==> config.mk <==
export PLATFORM = sky130hd
export DESIGN_NAME = rlfc_step
export DESIGN_NICKNAME = d
export VERILOG_FILES = /design/src/rlfc_pkg.sv /design/src/rlfc_step.sv
export SDC_FILE = /design/constraint.sdc
export NUM_CORES = 1
export LEC_CHECK = 0
export ABC_AREA = 1
export BUFFER_PORTS_ARGS = -buffer_cell sky130_fd_sc_hd__buf_4
export CAP_MARGIN = 20
export CORE_MARGIN = 2
export CORE_UTILIZATION = 25
export DETAILED_ROUTE_END_ITERATION = 10
export MAX_ROUTING_LAYER = met4
export PLACE_DENSITY_LB_ADDON = 0.25
export RECOVER_POWER = 25
export SETUP_SLACK_MARGIN = 0.15
export SYNTH_ARGS = -nofsm -noshare
export SYNTH_HDL_FRONTEND = slang
export SYNTH_SLANG_ARGS = --single-unit
export TNS_END_PERCENT = 10
==> constraint.sdc <==
create_clock -name vclk -period 6.2
set_clock_uncertainty 0.1 [all_clocks]
set_input_delay 0.62 -clock vclk [all_inputs]
set_output_delay 0.62 -clock vclk [all_outputs]
set_load 0.005 [all_outputs]
==> src/rlfc_pkg.sv <==
// rlfc_pkg: shared types and codes for the rgb led flash controller
// no dependencies; imported by every rtl file of the block
`default_nettype none

package rlfc_pkg;

	localparam int unsigned LEN_W    = 16;
	localparam int unsigned PHASE_W  = 17;
	localparam int unsigned COLOR_W  = 3;
	localparam int unsigned CFG_IDX_W = 3;
	localparam int unsigned CFG_DATA_W = 16;

	localparam logic [LEN_W-1:0] DEFAULT_LENGTH = 16'd1000;
	localparam logic [LEN_W-1:0] PERIOD_SAT     = 16'hFFFF;

	typedef enum logic [1:0] {
		MODE_OFF   = 2'd0,
		MODE_SOLID = 2'd1,
		MODE_FLASH = 2'd2
	} mode_t;

	typedef enum logic [1:0] {
		REQ_TICK  = 2'd0,
		REQ_SOLID = 2'd1,
		REQ_FLASH = 2'd2,
		REQ_OFF   = 2'd3
	} req_t;

	typedef enum logic [CFG_IDX_W-1:0] {
		CFG_ON_LENGTH   = 3'd0,
		CFG_OFF_LENGTH  = 3'd1,
		CFG_FLASH_LIMIT = 3'd2,
		CFG_ON_COLOR    = 3'd3,
		CFG_OFF_COLOR   = 3'd4
	} cfg_idx_t;

	typedef struct packed {
		logic [LEN_W-1:0]   on_length;
		logic [LEN_W-1:0]   off_length;
		logic [LEN_W-1:0]   flash_limit;
		logic [COLOR_W-1:0] on_color;
		logic [COLOR_W-1:0] off_color;
	} cfg_t;

	typedef struct packed {
		mode_t              mode;
		logic [COLOR_W-1:0] led;
		logic [PHASE_W-1:0] phase;
		logic [LEN_W-1:0]   periods;
	} led_state_t;

endpackage

`default_nettype wire

==> src/rlfc_step.sv <==
// rlfc_step: next-state logic for one command or tick
// depends on rlfc_pkg
`default_nettype none

module rlfc_step
	import rlfc_pkg::*;
(
	input  wire cfg_t                cfg,
	input  wire led_state_t          cur,
	input  wire logic [1:0]          req_type,
	input  wire logic [COLOR_W-1:0]  solid_color,
	output led_state_t               nxt
);

	logic [PHASE_W-1:0] period;
	logic [PHASE_W-1:0] phase_inc;
	logic               wrap;
	logic [LEN_W-1:0]   periods_inc;
	logic               limit_hit;

	always_comb begin
		period = {1'b0, cfg.on_length} + {1'b0, cfg.off_length};
		if (period == '0) begin
			period = PHASE_W'(1);
		end
		phase_inc   = cur.phase + PHASE_W'(1);
		wrap        = (phase_inc >= period);
		periods_inc = cur.periods;
		if (wrap && (cur.periods != PERIOD_SAT)) begin
			periods_inc = cur.periods + LEN_W'(1);
		end
		limit_hit = (cfg.flash_limit != '0) && (periods_inc >= cfg.flash_limit);
	end

	always_comb begin
		nxt = cur;
		case (req_t'(req_type))
			REQ_TICK: begin
				if (cur.mode == MODE_FLASH) begin
					nxt.phase   = wrap ? '0 : phase_inc;
					nxt.periods = periods_inc;
					if (limit_hit) begin
						nxt.mode = MODE_OFF;
						nxt.led  = '0;
					end else if (wrap || (phase_inc <= {1'b0, cfg.on_length})) begin
						nxt.led = cfg.on_color;
					end else begin
						nxt.led = cfg.off_color;
					end
				end
			end
			REQ_SOLID: begin
				if (solid_color != '0) begin
					nxt.mode = MODE_SOLID;
					nxt.led  = solid_color;
				end else begin
					nxt.mode = MODE_OFF;
					nxt.led  = '0;
				end
			end
			REQ_FLASH: begin
				nxt.mode    = MODE_FLASH;
				nxt.phase   = '0;
				nxt.periods = '0;
			end
			default: begin
				nxt.mode = MODE_OFF;
				nxt.led  = '0;
			end
		endcase
	end

endmodule

`default_nettype wire

==> results.md, run 1 <==
- Post-route cell area: around 5500 um2
- CP dominant cell by count: nand2_1
- Starting Density: 0.2544
- Ant diodes: 0
- Rel. slew slack: 0.3830
- WS Path Type: in -> out
- Cell leakage power: about 3.0 nW
- GP Congestion: 0.8947
- Die span in y: between 100 and 150 um
- Minimum period implied by the final worst setup slack: 5.734 ns
- Dpl cells: between 1,000 and 1,500
- Outcome: finished clean
- Share of cells above drive strength 1: 0.2288
- Hold path endpoint: nxt[37]
- Max FO, Critical Path: 6
- RSZ-0062 raised after global routing: false
- Filler Cell Count: approximately 1,800
- Nets: between 1,000 and 1,500
- Slowest stage delay, CP: 0.40 ns
- Post-synth top area cell: ha_1
- P&R area growth vs syn: 37.39%
- Drt via density: roughly 4.6
- Syn Nets: slightly above 900
- Vias in the first global route: roughly 4,600
- Final hold vios: 0
- Global-route wire length before repair: 22.27 mm
- DP HPWL: between 10 and 15 mm
- Worst EP arrival: between 5 and 6 ns
- FF+latch area: 0 um2
- Crit-path slowest cell: fa_2
- HP Class: in -> out
- Hold Path Depth: 4
- First-pass DRT Iterations: 5
- Synth area leaders: ha_1 (21%), nand2_1 (19%), inv_1 (12%)
- Post-synth top cells: nand2_1 (205), inv_1 (125), ha_1 (67), o21ai_0 (59), nor2_1 (54)
- Syn Area/Cell: 5.415 um2
- Critical Path RT: about 5.5 ns
- DR iter-0 viols: between 200 and 300
- Slew Limit Fails: 0
- PD cells: 108.2 nW/um2
- Synth top area share: 0.2089
- Ys Warns: 0
- Startpoint types: input port
- CLK BUF: 0
- Max cap viols: 0
- Post-synthesis cell area: 4013 um2
- Fmax: between 150 and 200 MHz
- DRT antenna net count: 0
- Die W: around 130 um
- Setup Viol. Count Final: 0
- Setup tns final: 0 ns
- Peak supply drop: about 0.000033 V
- Worst hold start: cur[37]
- Largest net degree at the start of global routing: 30
- Area post-placement: about 5200 um2
- Wire per inst: ~13 um
- Number of sequential cells: 0
- Core box area: about 16,000 um2
- Fin util: 0.3496
- Initial antenna violation count: 0
- Synth Instances: approximately 740
- Final period util: 0.9248
- DR vias: around 5,100
- DIE AREA: between 15,000 and 20,000 um2
- Most frequent cell after synthesis: nand2_1
- Final wirelength: around 15 mm
- Seq/Total Area, Yosys: 0
- Post-synth cell types: 36
- Total gr overflow: 0
- Crit path capture type: primary output
- Ports: between 100 and 150
- FP Rows: 46
- Layout Cells excl Fill: 1,090
- Slew @ Worst Pin: between 0.9 and 1 ns
- I/O Buffers: 135
- Remaining DRCs: 0
- Global-route usage over all layers: 0.1647
[metrics by stage]
stage	worst slack (ns)	power (mW)	hold slack (ns)
global placement	0.2510	0.5190	1.468
CTS	0.1598	0.5211	1.470
floorplan	1.060	0.3342	1.243
global route	0.08072	0.6702	1.499
detailed placement	0.1481	0.5176	1.469
finish	0.4662	0.5966	1.477
[cells in the final DEF (no fill, tap or decap), types with 2 or more instances in the layout]
cell      instances
nand2_1         199
buf_4           142
inv_1           124
ha_1             64
o21ai_0          55
nor2_1           53
nand3_1          44
a21oi_1          30
xor2_1           25
o21ai_1          17
o22ai_1          12
nand4_1          11
nor3_1           11
a21oi_2          10
o21ai_2           8
xnor2_1           8
nand2_2           7
nor4_1            6
inv_2             5
nand3_2           4
nand3b_1          4
o211ai_1          4
nor2_2            4
clkbuf_4          3
nor4_4            2
o21a_1            2
ha_4              2
inv_6             2
clkbuf_1          2
buf_12            2
[timing repair]
action	in CTS	in global routing
endpoints found under the setup margin	1	4
cloned	0	2
setup buffers	0	10
pin swaps	0	24
gates resized for setup	1	41
endpoints found under the hold margin	0	0
hold buffers	0	0
[logic make-up after synthesis]
group,after synthesis,share of synthesized area
AO/OA/AOI/OAI,140,0.1883
AND/OR/NAND/NOR,349,0.3764
XOR/XNOR,35,0.07640
adder cells (fa/ha/maj),68,0.2139
buffers and inverters,149,0.1450
[layer usage]
layer / wire length, um / GRT usage / vias up
met5: 0 / - / -
met4: 151 / 0.01189 / 0
met3: 753 / 0.004886 / 12
met2: 6722 / 0.2785 / 144
met1: 6936 / 0.2297 / 2205
li1: - / - / 2690
[layout make-up]
cell class	instances	area (um2)	share of cell area
inverters	130	500.5	0.09079
multi-input cells	592	3577	0.6489
well taps	216	270.3	0.04902
repair buffers	150	1147	0.2081
repair inverters	2	17.52	0.003177
[power breakdown]
group / internal, mW / switching [mW]
clock network: 0 / 0
logic: 0.255 / 0.341
registers: 0 / 0
total: 0.255 / 0.341
[how the worst max path moves through the flow]
stage | cells past startpoint | to | from | slack (ns)
floorplan | 37 | nxt[33] | cfg[22] | 1.06
global placement | 36 | nxt[37] | cfg[22] | 0.25
detailed placement | 35 | nxt[37] | cfg[22] | 0.15
CTS | 35 | nxt[37] | cfg[22] | 0.16
global route | 41 | nxt[34] | cfg[22] | 0.08
finish | 38 | nxt[34] | cfg[22] | 0.47
[worst max-delay path: cells and delay by family]
family / cells / cell delay [ns]
and+or+nand+nor: 24 / 2.12
adders and majority gates: 4 / 1.09
AOI/OAI and AO/OA: 5 / 0.66
buffers and inverters: 5 / 0.51
(Power assumes the default switching activity.)
==> inputs of run 2 (changes only) <==
- CORE_MARGIN: 2 -> 3
==> run 2 against run 1 <==
The run now ends with max-capacitance violations, max-slew violations left; combinational power shrank 9.0%; utilization is 0.29 points lower; critical path type unchanged; critical endpoint is now nxt[35]; clock-buffer cell count did not move.
==> results.md, run 2 (same netlist as run 1, synthesis figures left out) <==
- Buf/Inv on CP: 4 (-1)
- Failing checks: max-capacitance violations, max-slew violations
- Initial antenna violation count: 0 (unchanged)
- I/O Buffers: 135 (unchanged)
- Startpoint types: input port
- CP Launch Point: cfg[22]
- Multi-input logic area: 3527 um2 (-1.4%)
- CLK BUF: 0 (unchanged)
- Hold bufs inserted after CTS: 0 (unchanged)
- Vias in the first global route: 4,645 (+2.0%)
- Worst hold start: solid_color[2]
- Sw Pwr: 319.4 uW (-6.4%)
- FF+latch area: 0 um2 (unchanged)
- Final wirelength: 14.34 mm (-1.5%)
- Slowest stage delay, CP: 0.36 ns (-0.04 ns)
- Global-route wire length before repair: 22.96 mm (+3.1%)
- DIE AREA: 17,610 um2 (+3.1%)
- Design Power: 543.2 uW (-8.9%)
- P&R area growth vs syn: 33.30%
- DR vias: 5,029 (-0.44%)
- Setup Viol. Count Final: 0 (unchanged)
- DR iter-0 viols: 279 (-2.1%)
- Die W: 132.7 um (+1.5%)
- Post-route cell area: 5349 um2 (-3.0%)
- Wire per inst: 13.34 um (-0.16%)
- Ant diodes: 0 (unchanged)
- Ports: 135 (unchanged)
- Crit path capture type: primary output
- Area post-placement: 5229 um2 (-0.26%)
- Core box area: 15,430 um2 (-2.2%)
- Max cap viols: 1 (+1)
- RSZ-0062 raised after global routing: true
- CP top delay family: simple AND/OR/NAND/NOR gates
- Remaining DRCs: 0 (unchanged)
- Die span in y: 132.7 um (+1.5%)
- Fmax: 175.7 MHz (+0.72%)
- Nets: 1,031 (-0.96%)
- Internal power: 223.8 uW (-12%)
- Rel. slew slack: -0.009343 (-0.3924)
- Minimum period implied by the final worst setup slack: 5.693 ns (-0.04096 ns)
- DP HPWL: 12.34 mm (about the same)
- WS Path Type: in -> out
- Reg power frac: 0 (unchanged)
- Clk pwr share: 0 (unchanged)
- Slew Limit Fails: 19 (+19)
- Cell leakage power: 2.930 nW (-1.8%)
- Hold Path Depth: 4 (unchanged)
- FP Rows: 45 (-2.2%)
- CP dominant cell by count: nand2_1
- Outcome: finished with violations
- PD cells: 101.6 nW/um2 (-6.2%)
- First-pass DRT Iterations: 5 (unchanged)
- Max FO, Critical Path: 5 (-1)
- Commonest non-fill, non-tap cell in the layout: nand2_1
- GP Congestion: 0.9222 (+3.1%)
- Filler Cell Count: 1,771 (-3.4%)
- Share of cells above drive strength 1: 0.2049 (-0.02397)
- Final hold vios: 0 (unchanged)
- Starting Density: 0.2601 (+0.005654)
- Sw frac: 0.5880 (+0.01612)
- Logic pwr share: 1.000 (about the same)
- Crit-path slowest cell: fa_2
- Drt via density: 4.678 (+0.95%)
- Slew @ Worst Pin: 1.508 ns (+0.5840 ns)
- Critical Path RT: 5.48 ns (about the same)
- WP depth: 38 (unchanged)
- Peak supply drop: 0.00003028 V (-8.9%)
- Final period util: 0.9182 (-0.006606)
- Worst EP arrival: 4.97 ns (-0.04 ns)
- HP Class: in -> out
- DRT antenna net count: 0 (unchanged)
- Total gr overflow: 0 (unchanged)
- Setup tns final: 0 ns (unchanged)
- Most frequent cells in the layout: nand2_1 (202), buf_4 (136), inv_1 (123), ha_1 (66), o21ai_0 (57)
- Global-route usage over all layers: 0.1575 (-0.007188)
- Largest net degree at the start of global routing: 36 (+20%)
- Number of sequential cells: 0 (unchanged)
run 2: cell types whose count changed in the layout (fill, tap and decap cells not counted), moves of 2 or more:
cell     before  now
a21oi_1      30   35
a21oi_2      10    5
buf_12        2    0
buf_4       142  136
ha_1         64   66
inv_6         2    0
nand2_1     199  202
nand2_2       7    4
nor2_1       53   55
nor2_2        4    1
o21ai_0      55   57
o21ai_2       8    5
run 2: path summary, 6_finish.rpt:
check	to	slack (ns)
min	nxt[36]	1.48
max	nxt[35]	0.51
run 2: area by class of cell:
cell class / instances / share of cell area
timing repair buffer: 142 / 0.1986
tap: 211 / 0.04936
inverter: 130 / 0.09263
multi-input combinational: 592 / 0.6594
run 2: repair_timing:
| item | in CTS | in global routing |
|---|---|---|
| pin swaps | 0 | 12 |
| setup buffers | 0 | 3 |
| setup endpoints to repair | 1 | 4 |
| gates resized for setup | 1 | 27 |
run 2: power groups by stage:
stage | clock network, mW | logic, mW | registers (mW)
after floorplan | 0 | 0.334 | 0
after global placement | 0 | 0.515 | 0
after detailed placement | 0 | 0.514 | 0
after CTS | 0 | 0.518 | 0
after global routing | 0 | 0.618 | 0
final | 0 | 0.543 | 0
run 2: routing by layer:
layer,up-vias,wire length (um),GRT usage,part of all wire
li1,2667,-,-,-
met1,2198,6995,0.2237,0.49
met2,160,6506,0.2626,0.45
met3,4,750,0.005323,0.052
met4,0,87,0.007506,0.0061
met5,-,0,-,0
run 2: per-stage QoR:
stage	hold slack (ns)	util	instances	worst slack, ns
5_1_grt	1.493	0.3467	1075	0.09476
3_3_place_gp	1.468	0.3389	1072	0.2144
4_1_cts	1.471	0.3389	1072	0.2126
3_5_place_dp	1.470	0.3389	1072	0.1626
2_1_floorplan	1.243	-	741	1.060
6_report	1.476	0.3467	1075	0.5072
