`src/rlfc_pkg.sv`:
```
// rlfc_pkg: shared types and codes for the rgb led flash controller
// no dependencies; imported by every rtl file of the block
`default_nettype none

package rlfc_pkg;

	localparam int unsigned LEN_W    = 16;
	localparam int unsigned PHASE_W  = 17;
	localparam int unsigned COLOR_W  = 3;
	localparam int unsigned CFG_IDX_W = 3;
	localparam int unsigned CFG_DATA_W = 16;

	localparam logic [LEN_W-1:0] DEFAULT_LENGTH = 16'd1000;
	localparam logic [LEN_W-1:0] PERIOD_SAT     = 16'hFFFF;

	typedef enum logic [1:0] {
		MODE_OFF   = 2'd0,
		MODE_SOLID = 2'd1,
		MODE_FLASH = 2'd2
	} mode_t;

	typedef enum logic [1:0] {
		REQ_TICK  = 2'd0,
		REQ_SOLID = 2'd1,
		REQ_FLASH = 2'd2,
		REQ_OFF   = 2'd3
	} req_t;

	typedef enum logic [CFG_IDX_W-1:0] {
		CFG_ON_LENGTH   = 3'd0,
		CFG_OFF_LENGTH  = 3'd1,
		CFG_FLASH_LIMIT = 3'd2,
		CFG_ON_COLOR    = 3'd3,
		CFG_OFF_COLOR   = 3'd4
	} cfg_idx_t;

	typedef struct packed {
		logic [LEN_W-1:0]   on_length;
		logic [LEN_W-1:0]   off_length;
		logic [LEN_W-1:0]   flash_limit;
		logic [COLOR_W-1:0] on_color;
		logic [COLOR_W-1:0] off_color;
	} cfg_t;

	typedef struct packed {
		mode_t              mode;
		logic [COLOR_W-1:0] led;
		logic [PHASE_W-1:0] phase;
		logic [LEN_W-1:0]   periods;
	} led_state_t;

endpackage

`default_nettype wire

```
`src/rlfc_cfg_regs.sv`:
```
// rlfc_cfg_regs: configuration register file of the flash controller
// depends on rlfc_pkg
`default_nettype none

module rlfc_cfg_regs
	import rlfc_pkg::*;
(
	input  wire logic                  clk,
	input  wire logic                  arst_n,
	input  wire logic                  cfg_we,
	input  wire logic [CFG_IDX_W-1:0]  cfg_index,
	input  wire logic [CFG_DATA_W-1:0] cfg_wdata,
	output cfg_t                       cfg
);

	cfg_t cfg_q;

	always_ff @(posedge clk or negedge arst_n) begin
		if (!arst_n) begin
			cfg_q.on_length   <= DEFAULT_LENGTH;
			cfg_q.off_length  <= DEFAULT_LENGTH;
			cfg_q.flash_limit <= '0;
			cfg_q.on_color    <= '0;
			cfg_q.off_color   <= '0;
		end else if (cfg_we) begin
			case (cfg_idx_t'(cfg_index))
				CFG_ON_LENGTH:   cfg_q.on_length   <= cfg_wdata[LEN_W-1:0];
				CFG_OFF_LENGTH:  cfg_q.off_length  <= cfg_wdata[LEN_W-1:0];
				CFG_FLASH_LIMIT: cfg_q.flash_limit <= cfg_wdata[LEN_W-1:0];
				CFG_ON_COLOR:    cfg_q.on_color    <= cfg_wdata[COLOR_W-1:0];
				CFG_OFF_COLOR:   cfg_q.off_color   <= cfg_wdata[COLOR_W-1:0];
				default: ;
			endcase
		end
	end

	assign cfg = cfg_q;

endmodule

`default_nettype wire

```
`config.mk`:
```
export PLATFORM = sky130hd
export DESIGN_NAME = rlfc_cfg_regs
export DESIGN_NICKNAME = d
export VERILOG_FILES = /design/src/rlfc_pkg.sv /design/src/rlfc_cfg_regs.sv
export SDC_FILE = /design/constraint.sdc
export NUM_CORES = 1
export LEC_CHECK = 0
export BUFFER_PORTS_ARGS = -buffer_cell sky130_fd_sc_hd__buf_2
export CAP_MARGIN = 20
export CORE_AREA = 4 4 78 80
export DETAILED_ROUTE_END_ITERATION = 8
export DIE_AREA = 0 0 82 84
export GPL_ROUTABILITY_DRIVEN = 0
export MAX_ROUTING_LAYER = met4
export PLACE_DENSITY = 0.65
export SYNTH_ARGS = -nofsm -noshare
export SYNTH_HDL_FRONTEND = slang
export SYNTH_SLANG_ARGS = --single-unit
```
`constraint.sdc`:
```
create_clock -name clk -period 1 [get_ports clk]
set_input_delay 0.1 -clock clk [delete_from_list [all_inputs] [get_ports clk]]
set_output_delay 0.1 -clock clk [all_outputs]
set_load 0.01 [all_outputs]
```
==> impl_metrics.json, run 1 <==
{
  "status": "complete, but fails checks",
  "violations": "negative setup slack",
  "syn_nets": 140,
  "wl_um": 4320,
  "ios": 76,
  "drt-wirelength-per-cell_um": 15.3,
  "yosysSeqAreaShare": 0.650,
  "syn_area_mm2": 0.00210,
  "synth_top_flop_cell": "dfrtp_1",
  "cp.arrival_ns": 0.95,
  "grt.total_usage": 0.136,
  "start_util": 0.389,
  "reg2reg_depth": 2,
  "grt_max_degree": 55,
  "instances_no_fill": 282,
  "nets": 231,
  "p_leak_nw": 1.39,
  "postRouteAntennaNets": 0,
  "finalCoreUtilization": 0.540,
  "drc": 0,
  "relSlewSlack": 0.810,
  "crit_path_max_fanout": 2,
  "r2r-start": "cfg[30]",
  "r2r_slack_ns": 0.17,
  "fmax_ghz": 0.956,
  "end_kind": "output port",
  "drive_gt1_frac": 0.786,
  "clk_latency_ns": 0.29,
  "slew_viol_final": 0,
  "worstSetupPathType": "reg -> out",
  "min_from": "cfg_wdata[15]",
  "synth_top_cell_area_share": 0.500,
  "antenna_found_initial": 0,
  "hp-class": "in -> reg",
  "synthCells": 118,
  "timing.final.ws_setup_ns": -0.0462,
  "synth_top_area_cell": "dfrtp_1",
  "cts_tree": "built",
  "cts_root_buf": "clkbuf_8",
  "grt-ovfl-total": 0,
  "hold_end": "cfg[53]",
  "port_buffers": 75,
  "post_drt_via_cell_ratio": 4.66,
  "synth_edf_count": 0,
  "syn_to_final_growth_pct": 38.8,
  "yosys-top-cells-area": "dfrtp_1 50%, mux2_2 29%, dfstp_2 15%",
  "final_area_mm2": 0.00292,
  "maxCapViolCount": 0,
  "post-route-period-util": 1.05,
  "clk_path_buf_depth": 2,
  "dpl-instance-area_mm2": 0.00269,
  "cts_made_buffers": 5,
  "grt_pass1_vias": 1436,
  "dpl.hpwl_um": 3090,
  "die_w_um": 82,
  "startpoint_type": "flip-flop",
  "cellPowerDensity_mw_per_mm2": 2080,
  "synth.most_common_cell": "mux2_2",
  "slowest_stage": "dfstp_2",
  "dieHeight_um": 84,
  "path_buf_inv": 1,
  "fin_skew_ns": 0,
  "synth_common_cells": "54 x mux2_2, 42 x dfrtp_1, 12 x dfstp_2",
  "largest_register_ff_count": 54,
  "ir_worst_vdd_uv": 875,
  "async_reset_ff_frac": 1.00,
  "post-place-ws_ns": -0.247,
  "final_hold_viol_count": 0,
  "via_count": 1313,
  "die_area_mm2": 0.00689,
  "place_inst": 269,
  "n_antenna_cell": 0,
  "row_count": 27,
  "htree_levels": 2,
  "synth-seq-cells": 54,
  "first_pass_iters": 3,
  "ys_types": 7,
  "drt-initial-drc-count": 37,
  "grt_pass1_wl_um": 7090,
  "critPathTopFamily": "flip-flops",
  "tightestPinTransition_ns": 0.285,
  "setup_viol": 12,
  "crit_chain": "buf_6",
  "fin_crit_ns": 1.05,
  "timing.rr.end": "cfg[30]",
  "yosys_warnings": 0,
  "worstPathRequired_ns": 0.90,
  "core_area_mm2": 0.00541,
  "min_path_cells": 2,
  "fin_total_pwr_mw": 6.06,
  "rsz0062_at_grt": "true",
  "clk_pin_slew_ns": 0.09,
  "clock_sinks": 54,
  "avgSynthCellArea_um2": 17.8,
  "slowest_delay_ns": 0.55
}
==> cell type report <==
class | instances | area [um2]
sequential | 54 | 1370
timing repair buffer | 89 | 596
tap | 72 | 90.1
clock buffer | 8 | 111
fill | 466 | 2490
multi-input combinational | 59 | 753
==> worst max path at each step <==
stage                       startpoint      end  slack (ns)  depth (start not counted)
after detailed placement  cfg_index[0]  cfg[51]       -0.25                          4
final                          cfg[41]  cfg[41]       -0.05                          1
after global routing           cfg[41]  cfg[41]        -0.1                          1
after floorplan           cfg_index[0]  cfg[38]       -0.18                          3
after CTS                      cfg[25]  cfg[25]       -0.07                          1
after global placement    cfg_index[0]  cfg[49]       -0.23                          4
==> stage by stage <==
| stage | hold slack (ns) | TNS [ns] |
|---|---|---|
| after floorplan | -0.196 | -2.89 |
| after global placement | 0.119 | -9.05 |
| after detailed placement | 0.117 | -9.81 |
| after CTS | 0.0425 | -0.720 |
| after global routing | 0.0452 | -0.966 |
| final | 0.0554 | -0.453 |
==> logic make-up after synthesis <==
| group | after synthesis | share of synthesized area |
|---|---|---|
| multiplexers | 54 | 0.289 |
| flip-flops | 54 | 0.650 |
| AND/OR/NAND/NOR | 5 | 0.0334 |
| buffers and inverters | 5 | 0.0268 |
==> layout by cell type, fill, tap and decap left out <==
cell	synthesis	routed
nor4b_4	1	1
nand4b_1	1	1
and4bb_2	3	3
dlygate4sd3_1	0	1
buf_4	0	10
clkbuf_16	0	1
dfstp_2	12	12
buf_12	0	3
clkbuf_8	0	6
dfrtp_1	42	42
mux2_2	54	34
buf_2	0	63
mux2_4	0	20
clkbuf_1	0	1
buf_6	5	12
==> power by group <==
| part | internal (mW) | switching (mW) |
|---|---|---|
| Clock | 0.716 | 0.649 |
| Sequential | 2.74 | 0.269 |
| Combinational | 1.01 | 0.676 |
==> per-layer routing <==
layer	GRT usage	up-vias	part of all wire
li1	-	603	-
met1	0.185	651	0.45
met2	0.203	56	0.45
met3	0.0400	3	0.088
met4	0.0272	0	0.0067
met5	-	-	0
==> timing repair <==
item,4_1_cts,5_1_grt
hold endpoints to repair,42,0
pin swaps,0,0
gates resized for setup,12,0
hold buffers,1,0
endpoints found under the setup margin,12,12
setup buffers,3,1
No activity file was read; power rests on OpenSTA's default activity.
==> run 2, diff against run 1 <==
--- a/config.mk
+++ b/config.mk
@@ -5,14 +5,14 @@
 export SDC_FILE = /design/constraint.sdc
 export NUM_CORES = 1
 export LEC_CHECK = 0
+export ABC_AREA = 1
 export BUFFER_PORTS_ARGS = -buffer_cell sky130_fd_sc_hd__buf_2
 export CAP_MARGIN = 20
-export CORE_AREA = 4 4 78 80
+export CORE_AREA = 4 4 80 82
 export DETAILED_ROUTE_END_ITERATION = 8
-export DIE_AREA = 0 0 82 84
+export DIE_AREA = 0 0 84 86
 export GPL_ROUTABILITY_DRIVEN = 0
 export MAX_ROUTING_LAYER = met4
-export PLACE_DENSITY = 0.65
 export SYNTH_ARGS = -nofsm -noshare
 export SYNTH_HDL_FRONTEND = slang
 export SYNTH_SLANG_ARGS = --single-unit
==> impl_metrics.json, run 2 <==
{
  "status": "complete, but fails checks",
  "violations": "negative setup slack",
  "worstPathRequired_ns": 0.90,
  "end_kind": "output port",
  "synth-seq-cells": 54,
  "die_area_mm2": 0.00722,
  "final_hold_viol_count": 0,
  "slowest_stage": "dfstp_2",
  "slew_viol_final": 0,
  "startpoint_type": "flip-flop",
  "critPathTopFamily": "flip-flops",
  "start_util": 0.386,
  "ios": 76,
  "fmax_ghz": 0.948,
  "drive_gt1_frac": 0.346,
  "dieHeight_um": 86,
  "grt-ovfl-total": 0,
  "cellPowerDensity_mw_per_mm2": 1940,
  "p_leak_nw": 1.63,
  "first_pass_iters": 7,
  "hold_ws_ns": 0.0459,
  "grt_pass1_wl_um": 9510,
  "drc": 0,
  "n_antenna_cell": 0,
  "drt-initial-drc-count": 110,
  "nets": 348,
  "cts_made_buffers": 5,
  "async_reset_ff_frac": 1.00,
  "largest_register_ff_count": 54,
  "grt.total_usage": 0.167,
  "final_common_cell": "nand2_1",
  "antenna_found_initial": 0,
  "syn_area_mm2": 0.00222,
  "multi_input_area_um2": 753,
  "relSlewSlack": 0.785,
  "row_count": 28,
  "fin_total_pwr_mw": 5.70,
  "maxCapViolCount": 0,
  "rsz0062_at_grt": "true",
  "synth_top_flop_cell": "dfrtp_1",
  "timing.final.ws_setup_ns": -0.0546,
  "post_drt_via_cell_ratio": 4.71,
  "cts_root_buf": "clkbuf_8",
  "clk_latency_ns": 0.30,
  "yosys_warnings": 0,
  "fin_crit_ns": 1.05,
  "clk_path_buf_depth": 2,
  "core_area_mm2": 0.00575,
  "port_buffers": 75,
  "postRouteAntennaNets": 0,
  "yosys-top-cells-area": "dfrtp_1 47%, nand2_1 19%, dfstp_2 14%",
  "synthCells": 244,
  "synth_common_cells": "113 x nand2_1, 54 x nand3_1, 42 x dfrtp_1",
  "dpl.hpwl_um": 4050,
  "crit_chain": "buf_6",
  "finalCoreUtilization": 0.513,
  "synth.most_common_cell": "nand2_1",
  "wl_um": 5570,
  "fillers": 569,
  "avgSynthCellArea_um2": 9.09,
  "post-route-period-util": 1.05,
  "path_buf_inv": 1,
  "synth_top_area_cell": "dfrtp_1",
  "clk_pin_slew_ns": 0.09,
  "crit_path_max_fanout": 2,
  "htree_levels": 2,
  "via_count": 1893,
  "cts_setup_buffers": 0,
  "yosysSeqAreaShare": 0.616,
  "grt_max_degree": 55,
  "worstSetupPathType": "reg -> out",
  "regArea_mm2": 0.00137,
  "setup_viol": 12,
  "setup_tns_ns": -0.503,
  "grt_pass1_vias": 1944,
  "ys_types": 15,
  "syn_nets": 266,
  "drt-wirelength-per-cell_um": 13.9,
  "syn_to_final_growth_pct": 32.8,
  "hp-class": "in -> reg",
  "clock_sinks": 54,
  "ir_worst_vdd_uv": 716,
  "cp.arrival_ns": 0.95,
  "synth_top_cell_area_share": 0.474,
  "mostFrequentLayoutCells": "113 x nand2_1, 63 x buf_2, 54 x nand3_1, 42 x dfrtp_1",
  "slowest_delay_ns": 0.56,
  "cts_tree": "built",
  "tightestPinTransition_ns": 0.321,
  "synth_edf_count": 0,
  "die_w_um": 84,
  "fin_skew_ns": 0
}
[run 2: final cells by class]
cell class	count	share of cell area
well taps	75	0.0319
inverters	5	0.00680
clock inverters	1	0.0102
repair buffers	87	0.206
flip-flops and latches	54	0.464
multi-input cells	173	0.256
clock buffers	7	0.0259
[run 2: cell families (layout without fill, tap and decap cells)]
kind of cell | after synthesis | in the layout | synth area share
and+or+nand+nor | 173 | 173 | 0.340
DFF | 54 | 54 | 0.616
buffers and inverters | 17 | 100 | 0.0440
[run 2: worst paths after layout]
path / from / endpoint / slack, ns / depth (start not counted)
worst max-delay path: cfg[46] / cfg[46] / -0.05 / 1
worst min-delay path: cfg_wdata[9] / cfg[31] / 0.05 / 3
worst max register to register: cfg[27] / cfg[27] / 0.27 / 2
worst min register to register: cfg[32] / cfg[32] / 0.47 / 2
max in group asynchronous: arst_n / cfg[25] / 0.38 / 3
min in group asynchronous: arst_n / cfg[14] / 0.32 / 3
[run 2: where the power goes]
part	switching [mW]	leakage (nW)	internal [mW]
Combinational	0.749	0.926	0.633
Clock	0.665	0.0524	0.750
Sequential	0.247	0.654	2.66
Total	1.66	1.63	4.04
[run 2: worst reg2reg max path, cell delays in order, from the launching register on]
cell	delay (ns)
dfstp_2	0.55
nand2_1	0.06
nand2_1	0.07
[run 2: per-stage QoR]
step	instance area (um2)	setup WS (ns)	std cells
floorplan	2220	0.207	244
detailed placement	2750	-0.0728	393
global placement	2750	-0.0478	393
finish	2950	-0.0546	402
CTS	2950	-0.0691	402
global route	2950	-0.0895	402
[run 2: layer usage]
layer,global-route usage,vias up,routed length (um)
li1,-,940,-
met2,0.262,53,2700
met5,-,-,0
met3,0.0269,6,235
met4,0.0512,0,38
met1,0.225,894,2590
[run 2: timing repair]
item	4_1_cts	5_1_grt
endpoints found under the setup margin	12	12
resized for setup	12	0
pin swaps	0	0
hold endpoints to repair	42	0
hold buffers	1	0
==> run 3, diff against run 2 <==
--- a/config.mk
+++ b/config.mk
@@ -13,6 +13,7 @@
 export DIE_AREA = 0 0 84 86
 export GPL_ROUTABILITY_DRIVEN = 0
 export MAX_ROUTING_LAYER = met4
+export PLACE_DENSITY = 0.67
 export SYNTH_ARGS = -nofsm -noshare
 export SYNTH_HDL_FRONTEND = slang
 export SYNTH_SLANG_ARGS = --single-unit
==> constraint.sdc (replaced) <==
create_clock -name clk -period 0.9 [get_ports clk]
set_input_delay 0.09 -clock clk [delete_from_list [all_inputs] [get_ports clk]]
set_output_delay 0.09 -clock clk [all_outputs]
set_load 0.01 [all_outputs]
==> impl_metrics.json, run 3 (synthesis results as in run 2) <==
{
  "status": "complete, but fails checks",
  "violations": "negative setup slack",
  "die_area_mm2": 0.00722,
  "min_path_cells": 3,
  "fin_crit_ns": 1.07,
  "fin_total_pwr_mw": 6.52,
  "grt_max_degree": 24,
  "crit_path_max_fanout": 2,
  "reg2reg_depth": 4,
  "core_area_mm2": 0.00575,
  "end_kind": "output port",
  "worstSetupPathType": "reg -> out",
  "maxCapViolCount": 0,
  "postRouteAntennaNets": 0,
  "drt-wirelength-per-cell_um": 13.6,
  "slowest_delay_ns": 0.56,
  "multi_input_area_um2": 756,
  "row_count": 28,
  "mostFrequentLayoutCells": "112 x nand2_1, 61 x buf_2, 54 x nand3_1, 42 x dfrtp_1, 35 x buf_4",
  "r2r-start": "cfg[20]",
  "critPathTopFamily": "flip-flops",
  "grt_pass1_vias": 1967,
  "cts_root_buf": "clkbuf_8",
  "port_buffers": 75,
  "syn_to_final_growth_pct": 42.8,
  "slowest_stage": "dfstp_2",
  "worstPathRequired_ns": 0.81,
  "place_inst": 397,
  "nets": 377,
  "clk_latency_ns": 0.31,
  "timing.final.ws_setup_ns": -0.166,
  "post_drt_via_cell_ratio": 4.67,
  "post-route-period-util": 1.18,
  "ios": 76,
  "grt-ovfl-total": 0,
  "startpoint_type": "flip-flop",
  "fmax_ghz": 0.938,
  "drc": 0,
  "dieHeight_um": 86,
  "start_util": 0.386,
  "antenna_found_initial": 0,
  "final_common_cell": "nand2_1",
  "largest_register_ff_count": 54,
  "setup_viol": 54,
  "hp-class": "in -> reg",
  "relSlewSlack": 0.787,
  "setup_tns_ns": -3.04,
  "htree_levels": 2,
  "path_buf_inv": 1,
  "final_area_mm2": 0.00317,
  "rsz0062_at_grt": "true",
  "r2r_slack_ns": 0.02,
  "final_hold_viol_count": 0,
  "drt-initial-drc-count": 155,
  "clock_sinks": 54,
  "grt.total_usage": 0.173,
  "hold_end": "cfg[28]",
  "crit_chain": "buf_6",
  "cts_tree": "built",
  "tightestPinTransition_ns": 0.319,
  "first_pass_iters": 4,
  "cp.arrival_ns": 0.98,
  "instances_no_fill": 431,
  "p_leak_nw": 1.78,
  "cellPowerDensity_mw_per_mm2": 2060,
  "grt_pass1_wl_um": 9680,
  "dpl.hpwl_um": 4210,
  "via_count": 2012,
  "fin_skew_ns": 0,
  "regArea_mm2": 0.00137,
  "dpl-instance-area_mm2": 0.00278,
  "wl_um": 5860,
  "clk_path_buf_depth": 2,
  "n_antenna_cell": 0,
  "post-place-ws_ns": -0.109,
  "drive_gt1_frac": 0.407,
  "cts_made_buffers": 5,
  "die_w_um": 84,
  "timing.rr.end": "cfg[20]",
  "ir_worst_vdd_uv": 975,
  "min_from": "cfg_wdata[6]",
  "slew_viol_final": 0,
  "fillers": 531,
  "clk_pin_slew_ns": 0.10
}
run 3: changes by cell type in the layout (fill, tap and decap cells not counted):
cell / change
clkinvlp_4: +1
clkbuf_1: -2
buf_2: -2
clkinv_2: +1
bufinv_16: -1
clkbuf_8: +1
buf_6: +2
buf_4: +29
nand2_1: -1
nand2_2: +1
run 3: final cells by class:
type	count	share of cell area
Clock buffer	6	0.0261
Clock inverter	2	0.00395
Inverter	5	0.00632
Multi-Input combinational cell	173	0.239
Sequential cell	54	0.431
Tap cell	75	0.0296
Timing Repair Buffer	116	0.264
run 3: repair_timing:
action | CTS | global route
buffers inserted | 14 | 11
endpoints found under the hold margin | 45 | 0
pin swaps | 0 | 1
hold buffers | 1 | 0
endpoints found under the setup margin | 54 | 54
resized for setup | 13 | 2
run 3: worst max-delay path by stage:
stage | to | slack, ns | start | depth (start not counted)
CTS | cfg[46] | -0.18 | cfg[46] | 1
detailed placement | cfg[24] | -0.11 | cfg_index[1] | 6
global placement | cfg[32] | -0.1 | cfg_index[1] | 6
floorplan | cfg[38] | 0.12 | cfg_we | 6
finish | cfg[46] | -0.17 | cfg[46] | 1
global route | cfg[43] | -0.20 | cfg[43] | 1
run 3: metal layers:
layer	vias to the layer above	global-route usage	share of wire
met5	-	-	0
met4	0	0.0804	0.025
met3	12	0.0259	0.042
met2	59	0.274	0.49
met1	940	0.221	0.44
li1	1001	-	-
run 3: metrics by stage:
| step | util | hold WS, ns |
|---|---|---|
| 3_3_place_gp | 0.485 | -0.0107 |
| 4_1_cts | 0.535 | 0.0133 |
| 3_5_place_dp | 0.485 | -0.0118 |
| 5_1_grt | 0.551 | 0.0153 |
| 2_1_floorplan | - | -0.206 |
| 6_report | 0.551 | 0.0225 |
run 3: report_power, final:
part | total, mW | internal, mW | switching, mW
registers | 3.23 | 2.95 | 0.274
logic | 1.89 | 0.978 | 0.915
clock network | 1.40 | 0.620 | 0.784
